==> config.mk <==
export PLATFORM = sky130hd
export DESIGN_NAME = rgb_to_irgb_ordered_dither_top_flat
export DESIGN_NICKNAME = d
export VERILOG_FILES = /design/src/hdl/rgbd_pkg.sv /design/src/hdl/rgbd_pix_if.sv /design/src/hdl/rgbd_idx_if.sv /design/src/hdl/rgbd_div2.sv /design/src/hdl/rgb_to_irgb_ordered_dither_top.sv /design/src/flat_wrapper.sv
export SDC_FILE = /design/constraint.sdc
export NUM_CORES = 1
export LEC_CHECK = 0
export ABC_AREA = 1
export BUFFER_PORTS_ARGS = -buffer_cell sky130_fd_sc_hd__buf_2
export CAP_MARGIN = 20
export CORE_ASPECT_RATIO = 0.8
export CORE_UTILIZATION = 40
export DETAILED_ROUTE_END_ITERATION = 8
export PLACE_DENSITY = 0.64
export SLEW_MARGIN = 20
export SYNTH_ARGS = -nofsm -noshare
export SYNTH_HDL_FRONTEND = slang
export SYNTH_SLANG_ARGS = --single-unit
==> constraint.sdc <==
create_clock -name clk -period 6 [get_ports clk]
set_input_delay 0.9 -clock clk [delete_from_list [all_inputs] [get_ports clk]]
set_output_delay 0.9 -clock clk [all_outputs]
set_load 0.05 [all_outputs]
==> src/hdl/rgbd_pkg.sv <==
// ----------------------------------------------------------------------------
// rgbd_pkg
// Widths, mask tables and helpers shared by the RGB to IRGB ordered dither.
// ----------------------------------------------------------------------------
package rgbd_pkg;

	localparam int CH_W  = 8;   // colour channel width
	localparam int PH_W  = 2;   // screen phase width
	localparam int IDX_W = 4;   // palette index width
	localparam int LVL_W = 4;   // dither level width
	localparam int REM_W = 9;   // divisor and remainder width (L + 8 <= 263)
	localparam int SUM_W = 10;  // width of the grey spread sum
	localparam int POS_W = 5;   // bit position inside a 32-bit mask
	localparam int NCH   = 3;   // red, green, blue lanes

	localparam int CH_R = 2;
	localparam int CH_G = 1;
	localparam int CH_B = 0;

	localparam logic [REM_W-1:0] DIV_OFFSET  = REM_W'(8);
	localparam logic [SUM_W-1:0] GREY_SPREAD = SUM_W'(8);

	localparam logic [IDX_W-1:0] NEAR_BLACK      = 4'h0;
	localparam logic [IDX_W-1:0] NEAR_LIGHT_GREY = 4'h7;
	localparam logic [IDX_W-1:0] NEAR_DARK_GREY  = 4'h8;

	typedef logic [31:0] mask_t;

	localparam mask_t DIM_MASKS [16] = '{
		32'h00000000, 32'h88000000, 32'h88002200, 32'h8800AA00,
		32'hAA00AA00, 32'hAA44AA00, 32'hAA44AA11, 32'hAA44AA55,
		32'hAA55AA55, 32'hAADDAA55, 32'hAADDAA77, 32'hAADDAAFF,
		32'hAAFFAAFF, 32'hEEFFAAFF, 32'hEEFFBBFF, 32'hEEFFFFFF
	};

	localparam mask_t BRIGHT_MASKS [16] = '{
		32'h00000000, 32'h88000000, 32'h88002200, 32'h8800AA00,
		32'hAA00AA00, 32'hAA44AA00, 32'hAA44AA11, 32'hAA44AA55,
		32'hAA55AA55, 32'hAADDAA55, 32'hAADDAA77, 32'hAADDAAFF,
		32'hAAFFAAFF, 32'hEEFFAAFF, 32'hEEFFBBFF, 32'hFFFFFFFF
	};

	// Row byte y holds column x at bit 8y + x.
	function automatic logic [POS_W-1:0] mask_pos(input logic [PH_W-1:0] xp,
			input logic [PH_W-1:0] yp);
		return {yp, 1'b0, xp};
	endfunction

	function automatic logic dim_bit(input logic [LVL_W-1:0] lvl,
			input logic [POS_W-1:0] pos);
		mask_t m;
		m = DIM_MASKS[lvl];
		return m[pos];
	endfunction

	function automatic logic bright_bit(input logic [LVL_W-1:0] lvl,
			input logic [POS_W-1:0] pos);
		mask_t m;
		m = BRIGHT_MASKS[lvl];
		return m[pos];
	endfunction

endpackage

==> src/hdl/rgbd_pix_if.sv <==
// ----------------------------------------------------------------------------
// rgbd_pix_if
// Pixel channel: screen phase and 24-bit colour with valid/ready.
// ----------------------------------------------------------------------------
interface rgbd_pix_if;
	import rgbd_pkg::*;

	logic             valid;
	logic             ready;
	logic [PH_W-1:0]  x_phase;
	logic [PH_W-1:0]  y_phase;
	logic [CH_W-1:0]  red_in;
	logic [CH_W-1:0]  green_in;
	logic [CH_W-1:0]  blue_in;

	modport source (output valid, x_phase, y_phase, red_in, green_in, blue_in,
		input ready);
	modport sink (input valid, x_phase, y_phase, red_in, green_in, blue_in,
		output ready);
endinterface

==> src/hdl/rgbd_idx_if.sv <==
// ----------------------------------------------------------------------------
// rgbd_idx_if
// Result channel: dithered palette index and nearest solid colour.
// ----------------------------------------------------------------------------
interface rgbd_idx_if;
	import rgbd_pkg::*;

	logic             valid;
	logic             ready;
	logic [IDX_W-1:0] pixel_index;
	logic [IDX_W-1:0] nearest_color;

	modport source (output valid, pixel_index, nearest_color, input ready);
	modport sink (input valid, pixel_index, nearest_color, output ready);
endinterface

==> src/hdl/rgbd_div2.sv <==
// ----------------------------------------------------------------------------
// rgbd_div2
// Two restoring division steps: yields two quotient bits and the new remainder.
// ----------------------------------------------------------------------------
module rgbd_div2 (
	input  logic [rgbd_pkg::REM_W-1:0] rem_in,
	input  logic [rgbd_pkg::REM_W-1:0] divisor,
	output logic [rgbd_pkg::REM_W-1:0] rem_out,
	output logic [1:0]                 quo
);
	import rgbd_pkg::*;

	logic [REM_W:0]   sh1;
	logic [REM_W:0]   sh2;
	logic [REM_W-1:0] r1;

	// The remainder stays below the divisor, so a doubled value fits one extra bit.
	always_comb begin
		sh1 = {rem_in, 1'b0};
		if (sh1 >= {1'b0, divisor}) begin
			quo[1] = 1'b1;
			r1     = REM_W'(sh1 - {1'b0, divisor});
		end else begin
			quo[1] = 1'b0;
			r1     = sh1[REM_W-1:0];
		end
		sh2 = {r1, 1'b0};
		if (sh2 >= {1'b0, divisor}) begin
			quo[0]  = 1'b1;
			rem_out = REM_W'(sh2 - {1'b0, divisor});
		end else begin
			quo[0]  = 1'b0;
			rem_out = sh2[REM_W-1:0];
		end
	end
endmodule

==> src/hdl/rgb_to_irgb_ordered_dither_top.sv <==
// ----------------------------------------------------------------------------
// rgb_to_irgb_ordered_dither_top
// Reduces 24-bit RGB pixels to a 4-bit IRGB index with a 4x4 ordered dither.
// ----------------------------------------------------------------------------
// Usage: the pixel channel (pix) carries the pixel's column and row modulo 4
// and its red, green and blue values; the result channel (res) returns the
// dithered IRGB index and the nearest solid colour. Both are valid/ready
// channels and a transaction completes when valid and ready are high together.
// Every pixel gives exactly one result, in order; pixels are independent.
// A pixel taken on pix passes through the stage 1 to 4 registers before it is
// offered on res; throughput is one pixel per cycle while res is ready. The
// four stages are: channel maximum, two division steps of c*16/(L+8) for the
// three channels, two more division steps, then mask lookup and selection.
// Each stage has its own valid bit and takes new data whenever it is empty or
// the next stage moves, so bubbles close up and a stalled receiver only halts
// the stages that are full. With all four stages full and res.ready low,
// pix.ready falls and nothing is lost or repeated.
// Reset clears all valid bits, so pix.ready is high when reset is released.
// ----------------------------------------------------------------------------
module rgb_to_irgb_ordered_dither_top (
	input  logic       clk,
	input  logic       arst_n,
	rgbd_pix_if.sink   pix,
	rgbd_idx_if.source res
);
	import rgbd_pkg::*;

	logic v_s1, v_s2, v_s3, v_s4;
	logic rdy1, rdy2, rdy3, rdy4;

	// Stage 1 registers
	logic [PH_W-1:0]           xp_s1, yp_s1;
	logic [NCH-1:0][CH_W-1:0]  ch_s1;
	logic [CH_W-1:0]           l_s1;
	// Stage 2 registers
	logic [PH_W-1:0]           xp_s2, yp_s2;
	logic [NCH-1:0][CH_W-1:0]  ch_s2;
	logic [CH_W-1:0]           l_s2;
	logic [REM_W-1:0]          d_s2;
	logic                      grey_s2;
	logic [NCH-1:0][REM_W-1:0] rem_s2;
	logic [NCH-1:0][1:0]       qhi_s2;
	// Stage 3 registers
	logic [PH_W-1:0]           xp_s3, yp_s3;
	logic [NCH-1:0][CH_W-1:0]  ch_s3;
	logic [CH_W-1:0]           l_s3;
	logic                      grey_s3;
	logic [NCH-1:0][LVL_W-1:0] q_s3;
	// Stage 4 (output) registers
	logic [IDX_W-1:0]          pix_s4, near_s4;

	logic [CH_W-1:0]           l_max;
	logic [REM_W-1:0]          d_c;
	logic [SUM_W-1:0]          spread_c;
	logic [NCH-1:0][REM_W-1:0] rem2_c, rem3_c;
	logic [NCH-1:0][1:0]       qhi_c, qlo_c;
	logic [POS_W-1:0]          pos_c;
	logic [IDX_W-1:0]          pix_c, near_c;
	logic                      m_c;

	// Handshake: a stage loads when it is empty or its contents move on.
	assign rdy4      = !v_s4 || res.ready;
	assign rdy3      = !v_s3 || rdy4;
	assign rdy2      = !v_s2 || rdy3;
	assign rdy1      = !v_s1 || rdy2;
	assign pix.ready = rdy1;

	always_ff @(posedge clk or negedge arst_n) begin
		if (!arst_n) begin
			v_s1 <= 1'b0;
			v_s2 <= 1'b0;
			v_s3 <= 1'b0;
			v_s4 <= 1'b0;
		end else begin
			if (rdy1) v_s1 <= pix.valid;
			if (rdy2) v_s2 <= v_s1;
			if (rdy3) v_s3 <= v_s2;
			if (rdy4) v_s4 <= v_s3;
		end
	end

	// Stage 1: largest channel.
	always_comb begin
		l_max = pix.red_in;
		if (pix.green_in > l_max) l_max = pix.green_in;
		if (pix.blue_in > l_max) l_max = pix.blue_in;
	end

	always_ff @(posedge clk) begin
		if (rdy1 && pix.valid) begin
			xp_s1       <= pix.x_phase;
			yp_s1       <= pix.y_phase;
			ch_s1[CH_R] <= pix.red_in;
			ch_s1[CH_G] <= pix.green_in;
			ch_s1[CH_B] <= pix.blue_in;
			l_s1        <= l_max;
		end
	end

	// Stage 2: divisor, grey spread and the upper two quotient bits.
	assign d_c      = REM_W'(l_s1) + DIV_OFFSET;
	assign spread_c = SUM_W'(l_s1 - ch_s1[CH_R]) + SUM_W'(l_s1 - ch_s1[CH_G])
		+ SUM_W'(l_s1 - ch_s1[CH_B]);

	// Each channel is at most L, so it starts below the divisor L + 8.
	for (genvar k = 0; k < NCH; k++) begin : g_div
		rgbd_div2 u_div_hi (
			.rem_in  (REM_W'(ch_s1[k])),
			.divisor (d_c),
			.rem_out (rem2_c[k]),
			.quo     (qhi_c[k])
		);
		rgbd_div2 u_div_lo (
			.rem_in  (rem_s2[k]),
			.divisor (d_s2),
			.rem_out (rem3_c[k]),
			.quo     (qlo_c[k])
		);
	end

	always_ff @(posedge clk) begin
		if (rdy2 && v_s1) begin
			xp_s2   <= xp_s1;
			yp_s2   <= yp_s1;
			ch_s2   <= ch_s1;
			l_s2    <= l_s1;
			d_s2    <= d_c;
			grey_s2 <= spread_c < GREY_SPREAD;
			rem_s2  <= rem2_c;
			qhi_s2  <= qhi_c;
		end
	end

	// Stage 3: lower two quotient bits.
	always_ff @(posedge clk) begin
		if (rdy3 && v_s2) begin
			xp_s3   <= xp_s2;
			yp_s3   <= yp_s2;
			ch_s3   <= ch_s2;
			l_s3    <= l_s2;
			grey_s3 <= grey_s2;
			for (int k = 0; k < NCH; k++) begin
				q_s3[k] <= {qhi_s2[k], qlo_c[k]};
			end
		end
	end

	// Stage 4: mode selection and mask lookup.
	always_comb begin
		pos_c  = mask_pos(xp_s3, yp_s3);
		m_c    = dim_bit(l_s3[5:2], pos_c);
		pix_c  = '0;
		near_c = NEAR_BLACK;
		if (l_s3[7]) begin
			pix_c  = {bright_bit(l_s3[6:3], pos_c), bright_bit(q_s3[CH_R], pos_c),
				bright_bit(q_s3[CH_G], pos_c), bright_bit(q_s3[CH_B], pos_c)};
			near_c = {1'b1, ch_s3[CH_R][7], ch_s3[CH_G][7], ch_s3[CH_B][7]};
		end else if (grey_s3) begin
			if (l_s3[6]) begin
				// Light grey mix: intensity is the complement of the colour mask.
				pix_c  = {!m_c, m_c, m_c, m_c};
				near_c = NEAR_LIGHT_GREY;
			end else begin
				pix_c  = {m_c, 3'b000};
				near_c = l_s3[5] ? NEAR_DARK_GREY : NEAR_BLACK;
			end
		end else begin
			pix_c  = {1'b0, dim_bit(ch_s3[CH_R][6:3], pos_c),
				dim_bit(ch_s3[CH_G][6:3], pos_c), dim_bit(ch_s3[CH_B][6:3], pos_c)};
			near_c = {1'b0, ch_s3[CH_R][6], ch_s3[CH_G][6], ch_s3[CH_B][6]};
		end
	end

	always_ff @(posedge clk) begin
		if (rdy4 && v_s3) begin
			pix_s4  <= pix_c;
			near_s4 <= near_c;
		end
	end

	assign res.valid         = v_s4;
	assign res.pixel_index   = pix_s4;
	assign res.nearest_color = near_s4;

	// A transaction taken on the pixel channel occupies stage 1 next cycle.
	a_accept_fills_s1: assert property (@(posedge clk) disable iff (!arst_n)
		pix.valid && pix.ready |=> v_s1)
		else $error("accepted pixel did not enter stage 1");

	// A full stage behind a stalled output stage keeps its contents.
	a_s3_holds: assert property (@(posedge clk) disable iff (!arst_n)
		v_s4 && !res.ready && v_s3 |=> v_s3 && $stable(q_s3) && $stable(l_s3))
		else $error("stage 3 changed while the output was stalled");

	// Division remainders always stay below the divisor.
	a_rem_bound: assert property (@(posedge clk) disable iff (!arst_n)
		v_s2 |-> rem_s2[CH_R] < d_s2 && rem_s2[CH_G] < d_s2 && rem_s2[CH_B] < d_s2)
		else $error("division remainder out of range");

	// The final remainders stay below the divisor as well.
	a_rem_final_bound: assert property (@(posedge clk) disable iff (!arst_n)
		v_s2 |-> rem3_c[CH_R] < d_s2 && rem3_c[CH_G] < d_s2 && rem3_c[CH_B] < d_s2)
		else $error("final division remainder out of range");

	// A bright pixel always yields a nearest colour with the intensity bit set.
	a_bright_near: assert property (@(posedge clk) disable iff (!arst_n)
		v_s3 && rdy4 && l_s3[7] |=> res.valid && res.nearest_color[3])
		else $error("bright pixel lost its intensity bit");
endmodule

==> src/flat_wrapper.sv <==
// flat-port wrapper written by rule: the top's interface ports become plain ports
module rgb_to_irgb_ordered_dither_top_flat import rgbd_pkg::*;
  (clk, arst_n, pix_valid, pix_x_phase, pix_y_phase, pix_red_in, pix_green_in, pix_blue_in, pix_ready, res_valid, res_pixel_index, res_nearest_color, res_ready);
  rgbd_pix_if pix_i ();
  rgbd_idx_if res_i ();
  input  logic clk;
  input  logic arst_n;
  input wire logic [$bits(pix_i.valid)-1:0] pix_valid;
  input wire logic [$bits(pix_i.x_phase)-1:0] pix_x_phase;
  input wire logic [$bits(pix_i.y_phase)-1:0] pix_y_phase;
  input wire logic [$bits(pix_i.red_in)-1:0] pix_red_in;
  input wire logic [$bits(pix_i.green_in)-1:0] pix_green_in;
  input wire logic [$bits(pix_i.blue_in)-1:0] pix_blue_in;
  output wire logic [$bits(pix_i.ready)-1:0] pix_ready;
  output wire logic [$bits(res_i.valid)-1:0] res_valid;
  output wire logic [$bits(res_i.pixel_index)-1:0] res_pixel_index;
  output wire logic [$bits(res_i.nearest_color)-1:0] res_nearest_color;
  input wire logic [$bits(res_i.ready)-1:0] res_ready;
  assign pix_i.valid = pix_valid;
  assign pix_i.x_phase = pix_x_phase;
  assign pix_i.y_phase = pix_y_phase;
  assign pix_i.red_in = pix_red_in;
  assign pix_i.green_in = pix_green_in;
  assign pix_i.blue_in = pix_blue_in;
  assign pix_ready = pix_i.ready;
  assign res_valid = res_i.valid;
  assign res_pixel_index = res_i.pixel_index;
  assign res_nearest_color = res_i.nearest_color;
  assign res_i.ready = res_ready;
  rgb_to_irgb_ordered_dither_top u_core (.clk(clk), .arst_n(arst_n), .pix(pix_i), .res(res_i));
endmodule
After elaboration in Yosys (flattened, before gate mapping)
Memory sizes are Yosys's and may differ from the RTL's.
Index checks and enable logic that the tools add are counted.
{"block": "classes", "muxes": 62, "order_cmp": 24, "addsub": 15, "bitwise": 8, "reduce_logical": 13}
{"cell": "28-bit 2-to-1 mux", "n": 16}
{"cell": "10-bit by 9-bit greater-or-equal comparator with 1-bit output", "n": 9}
{"cell": "9-bit 2-to-1 mux", "n": 9}
{"cell": "9-bit subtractor", "n": 9}
{"cell": "5-bit greater-or-equal comparator (second input constant)", "n": 8}
{"cell": "4-bit inverter with 5-bit output", "n": 8}
{"cell": "1-bit binary-select mux with 4-bit select", "n": 8}
{"cell": "9-bit greater-or-equal comparator", "n": 3}
{"cell": "8-bit by 8-bit subtractor with 9-bit output", "n": 3}
{"cell": "4-bit 2-to-1 mux", "n": 6}
{"cell": "10-bit adder", "n": 2}
{"cell": "1-bit 2-to-1 mux", "n": 20}
{"cell": "8-bit > comparator", "n": 2}
{"cell": "8-bit 2-to-1 mux", "n": 2}
{"cell": "10-bit by 4-bit < comparator with 1-bit output (second input constant)", "n": 1}
{"cell": "8-bit by 4-bit adder with 9-bit output (second input constant)", "n": 1}
{"cell": "5-bit by 6-bit < comparator with 1-bit output (second input constant)", "n": 1}
{"cell": "1-bit zero test", "n": 5}
{"cell": "1-bit logical AND", "n": 4}
{"cell": "1-bit logical OR", "n": 4}
{"cell": "3-bit 2-to-1 mux", "n": 1}
{"block": "totals", "mem_bits_ro": 4096, "output_inout_bits": 10, "word_cells": 170, "n_memories": 8, "input_bits": 32, "ff_bits": 176}
{"name": "(name not given)", "words": 16, "word_bits": 32, "rd": 1, "rd_clocked_by_memory_dff": 0, "write_ports": 0, "line_no": "rgbd_pkg.sv:52", "source": "m = DIM_MASKS[lvl];"}
{"name": "(name not given)", "words": 16, "word_bits": 32, "rd": 1, "rd_clocked_by_memory_dff": 0, "write_ports": 0, "line_no": "rgbd_pkg.sv:59", "source": "m = BRIGHT_MASKS[lvl];"}
{"name": "(name not given)", "words": 16, "word_bits": 32, "rd": 1, "rd_clocked_by_memory_dff": 0, "write_ports": 0, "line_no": "rgbd_pkg.sv:59"}
{"name": "(name not given)", "words": 16, "word_bits": 32, "rd": 1, "rd_clocked_by_memory_dff": 0, "write_ports": 0, "line_no": "rgbd_pkg.sv:59"}
{"name": "(name not given)", "words": 16, "word_bits": 32, "rd": 1, "rd_clocked_by_memory_dff": 0, "write_ports": 0, "line_no": "rgbd_pkg.sv:59"}
{"name": "(name not given)", "words": 16, "word_bits": 32, "rd": 1, "rd_clocked_by_memory_dff": 0, "write_ports": 0, "line_no": "rgbd_pkg.sv:52"}
{"name": "2 more memories"}

Depth between registers and ports, before layout
{"block": "depth", "depth_word": 10, "ltp_mapped": 25, "ltp_nobuf": 24}

Cells and area by module
Synthesis repeated with hierarchy kept, for this count alone.
{"block": "unflattened", "hier_cells": 1997, "hier_area_um2": 14979.4}
{"mod": "rgb_to_irgb_ordered_dither_top", "cells_each": 713, "area_per_inst_um2": 7787.5, "instances": 1}
{"mod": "rgbd_div2", "cells_each": 214, "area_per_inst_um2": 1198.6, "instances": 6}

Worst setup path after synthesis
OpenSTA, ideal clock, no wires.
{"block": "synth_path", "kind": "register to register", "startpoint": "register u_core.l_s1[0]", "endpoint": "register u_core.grey_s2 (data pin)", "path_stages_with_launch": 25, "arrival_ns": 4.117, "slack_ns": 1.625, "setup_ns": 0.258, "t_required_ns": 5.742, "n_path_buf": 2, "path_cell_list": "edfxtp_1 buf_2 inv_1 clkbuf_1 ha_1 inv_1 fa_1 nand3_1 nand2_1 a21oi_1 nor2_1 nor2_1 nor2_1 o21ai_0 nand2_1 fa_1 inv_1 ha_1 nand2_1 nor2_1 a211oi_1 nand2_1 xor2_1 nand4_1 nor3_1"}
{"block": "synth_between", "elab_chain_len": 4, "word_cells_on_any_way": 6, "cone_classes": "add/sub: 5; order compare: 1"}
{"element": "start, declared", "line_no": "rgb_to_irgb_ordered_dither_top.sv:34", "source": "logic [CH_W-1:0] l_s1;"}
{"element": "start signal, assigned", "line_no": "rgb_to_irgb_ordered_dither_top.sv:96", "source": "l_s1 <= l_max;"}
{"element": "8-bit by 8-bit subtractor with 9-bit output", "line_no": "rgb_to_irgb_ordered_dither_top.sv:102", "source": "assign spread_c = SUM_W'(l_s1 - ch_s1[CH_R]) + SUM_W'(l_s1 - ch_s1[CH_G])"}
{"element": "10-bit adder", "line_no": "rgb_to_irgb_ordered_dither_top.sv:102"}
{"element": "10-bit adder *", "line_no": "rgb_to_irgb_ordered_dither_top.sv:103", "source": "+ SUM_W'(l_s1 - ch_s1[CH_B]);"}
{"element": "10-bit by 4-bit < comparator with 1-bit output *", "line_no": "rgb_to_irgb_ordered_dither_top.sv:128", "source": "grey_s2 <= spread_c < GREY_SPREAD;"}
{"element": "end signal, assigned", "line_no": "rgb_to_irgb_ordered_dither_top.sv:128"}
{"element": "end, declared", "line_no": "rgb_to_irgb_ordered_dither_top.sv:40", "source": "logic grey_s2;"}
Every way passes the cells marked *; elsewhere a longest branch is shown, timed or not.
A chain may end at the register's enable or synchronous reset.

Worst setup path after layout
Ends and elaborated chain as after synthesis.

==> summary.md <==
| Metric | Value |
|---|---|
| Vias in the first global route | 8815 |
| Starting Density | 0.4090 |
| Leak Pwr | 0.006041 uW |
| Syn nets | 1556 |
| Finished Layout Cells | ~1800 |
| Final slew viol count | 0 |
| Rel. slew slack | 0.3844 |
| Diodes inserted | 0 |
| Syn avg cell area | just under 9 um^2 |
| CTS buffer count | 17 |
| Nets | 1605 |
| Cells after Synth | about 1400 |
| Final setup TNS | 0 ns |
| Register area share after synthesis | 0.3801 |
| Most frequent cell after synthesis | nand2_1 |
| CTS tree | done |
| Reported net switching power | 2961 uW |
| # DRC | 0 |
| Critical path data arrival time | roughly 4.9 ns |
| Top cells by area, synth | edfxtp_1, ha_1, nand2_1 |
| Fill count | 2822 |
| Reg2Reg Setup Slack | about 1.3 ns |
| Die Ht | 157.1 um |
| Crit. End Element | flip-flop |
| Area delta synth->final | 10.44% |
| Yosys reg bits | ~150 |
| Clock Tree Buf Depth | 2 |
| HPWL after DPL | between 20000 and 25000 um |
| Cell variety after synth | 51 |
| Die area | 30790 um^2 |
| Hold WC Path Type | primary input to asynchronous set/reset pin |
| Top Ports | 42 |
| Multi-input gate area in the final layout | 6765 um^2 |
| Root Buffer Master | clkbuf_16 |
| Ys flop type | edfxtp_1 |
| Fin. Hold Viols | 0 |
| Row count | 56 |
| Vias per std cell | 5.282 |
| CP max FO | 8 |
| First-pass GRT wire length | between 40000 and 50000 um |
| CTS Hold Bufs | 0 |
| Detailed-router iteration count before antenna repair | 7 |
| Post-Route Skew | 0.01372 ns |
| FF-to-FF Start | u_core.l_s1[0] |
| ANT nets after route | 0 |
| Wire length per cell | between 15 and 20 um |
| Min Tclk post-route | roughly 4.7 ns |
| Fin crit share | 0.7853 |
| Post-CTS Setup Repair Bufs | 0 |
| Initial antenna violation count | 0 |
| Vias | 9544 |
| Post-cts resize count | 0 |
| Core area | 29430 um^2 |
| Fmax achieved | around 210 MHz |
| Final setup fails | 0 |
| Die W | roughly 200 um |
| Clock-pin slew on the worst setup and hold paths | 0.07 ns |
| Synth warn | 0 |
| VDD IR max | 0.2285 mV |
| DRT Wirelength | 29790 um |
| Clock latency on the worst-skew pair | ~0.44 ns |
| EDFF count, synth | 149 |
| Logic pwr share | 0.576 |
| Internal Pwr Total | 3578 uW |
| Register-to-Register Path Depth | 18 |
| Sink Count | 153 |
| Placer Congestion | 0.9492 |
| Slew at the pin closest to its max-slew limit | 0.9234 ns |
| Pwr/cell area | 492.0 nW/um^2 |
| Total global-route track usage | 0.1999 |
| Synth top area share | 0.3718 |
| RR Endpoint | u_core.grey_s2 |
| Startpoint Class | flip-flop |
| Max_cap viols | 0 |
| Initial drt markers | 711 |
| Largest net degree at the start of global routing | 68 |
| Sequential share of power | 0.260 |
| Synth Cell Area | 12040 um^2 |
| GR Overflow Total | 0 |
| Register area | 4574 um^2 |
| H-tree depth | 4 |
| Synth cell count leaders | nand2_1, inv_1, edfxtp_1 |
| CP required | 6.21 ns |
| Placed cells | 1774 |
| Layout cells sized above 1 | 0.1028 |
| Clock power frac | 0.164 |
| Async SR Flop Fraction | 0.02614 |
| Sw frac | 0.4528 |
| Critical path class | flip-flop to flip-flop |
| Status | complete, no violations |
| PortBufs | 41 |
| Fin Hold WS | approximately 0.25 ns |
| RSZ-0062 raised after global routing | no |
| Largest area contributor in the netlist | edfxtp_1 |
[placed cells by master (no fill, tap or decap), drive strengths merged, types with 3 or more instances in the layout]
cell | netlist | layout
nand2 | 296 | 296
o21ai | 98 | 98
a21o | 8 | 8
ha | 139 | 139
edfxtp | 149 | 149
clkbuf | 10 | 18
xor2 | 52 | 52
a31oi | 8 | 8
nor3 | 11 | 11
inv | 171 | 181
nand3 | 92 | 92
o211ai | 11 | 11
dfrtp | 4 | 4
a211oi | 7 | 7
a21oi | 105 | 105
nand4 | 17 | 17
clkinv | 1 | 4
o31ai | 4 | 4
nor2 | 92 | 92
o21bai | 13 | 13
buf | 6 | 46
fa | 17 | 17
xnor2 | 30 | 30
or2 | 10 | 10
mux2 | 3 | 3
[cell families after synthesis]
family / after synthesis / synth area share
AND/OR/NAND/NOR: 519 / 0.1962
AO/OA/AOI/OAI: 267 / 0.1286
buffers and inverters: 188 / 0.05988
adder cells (fa/ha/maj): 156 / 0.1728
flip-flops: 153 / 0.3801
XOR/XNOR: 82 / 0.05967
multiplexers: 3 / 0.002807
[per-layer routing]
metal,routed length [um],track usage,vias up
met5,0,0,-
met4,433,0.05060,0
met3,1611,0.03514,25
met2,12690,0.3025,277
met1,15060,0.2933,4429
li1,-,-,4813
[sequential cells by signal, indices dropped and copies added, names as in the netlist, 2 cells and up]
register	count
u_core.xp_s2	2
u_core.q_s3	12
u_core.yp_s1	2
u_core.xp_s3	2
u_core.res.nearest_color	4
u_core.ch_s2	15
u_core.rem_s2	27
u_core.d_s2	9
u_core.yp_s3	2
u_core.ch_s3	15
u_core.l_s3	6
u_core.xp_s1	2
u_core.l_s1	8
u_core.yp_s2	2
u_core.res.pixel_index	4
u_core.l_s2	5
u_core.ch_s1	24
u_core.qhi_s2	6
[worst max path at each step]
stage / from / slack (ns) / endpoint
final: u_core.l_s1[0] / 1.29 / u_core.grey_s2
after global placement: u_core.l_s1[0] / 1.42 / u_core.grey_s2
after detailed placement: u_core.l_s1[0] / 1.39 / u_core.grey_s2
after CTS: u_core.l_s1[0] / 1.36 / u_core.grey_s2
after global routing: u_core.l_s1[1] / 1.06 / u_core.grey_s2
after floorplan: u_core.l_s1[0] / 1.62 / u_core.grey_s2
[stage by stage]
step	cell area, um^2	setup WS, ns	util	power, uW
2_1_floorplan	12040	1.625	-	4613
3_3_place_gp	12680	1.421	0.4310	5396
3_5_place_dp	12680	1.389	0.4310	5457
4_1_cts	13260	1.356	0.4506	6544
5_1_grt	13290	1.065	0.4517	7164
6_report	13290	1.288	0.4517	6539
[cell type report]
| cell class | count | area share |
|---|---|---|
| clock buffer | 18 | 0.03229 |
| clock inverter | 14 | 0.01111 |
| inverter | 172 | 0.04876 |
| multi-input combinational | 1027 | 0.5090 |
| sequential | 153 | 0.3442 |
| tap | 377 | 0.03549 |
| timing repair buffer | 46 | 0.01920 |
[critical path, stage by stage, from the launching register on]
cell	delay [ns]
edfxtp_1	0.66
inv_1	0.19
ha_1	0.28
fa_1	0.41
o21ai_0	0.35
a21oi_1	0.13
o21ai_0	0.30
a21oi_1	0.13
o21bai_1	0.19
fa_1	0.49
inv_1	0.08
ha_1	0.26
nand2_1	0.11
nor2_1	0.06
a211oi_1	0.18
nand2_1	0.09
xor2_1	0.15
nand4_1	0.10
nor3_1	0.31
[power groups by stage]
stage	Clock, uW	Combinational [uW]	Sequential (uW)
floorplan	0	2940	1670
global placement	0	3680	1720
detailed placement	0	3740	1720
CTS	1090	3760	1700
global route	1130	4310	1720
finish	1070	3770	1700
(Power assumes the default switching activity.)
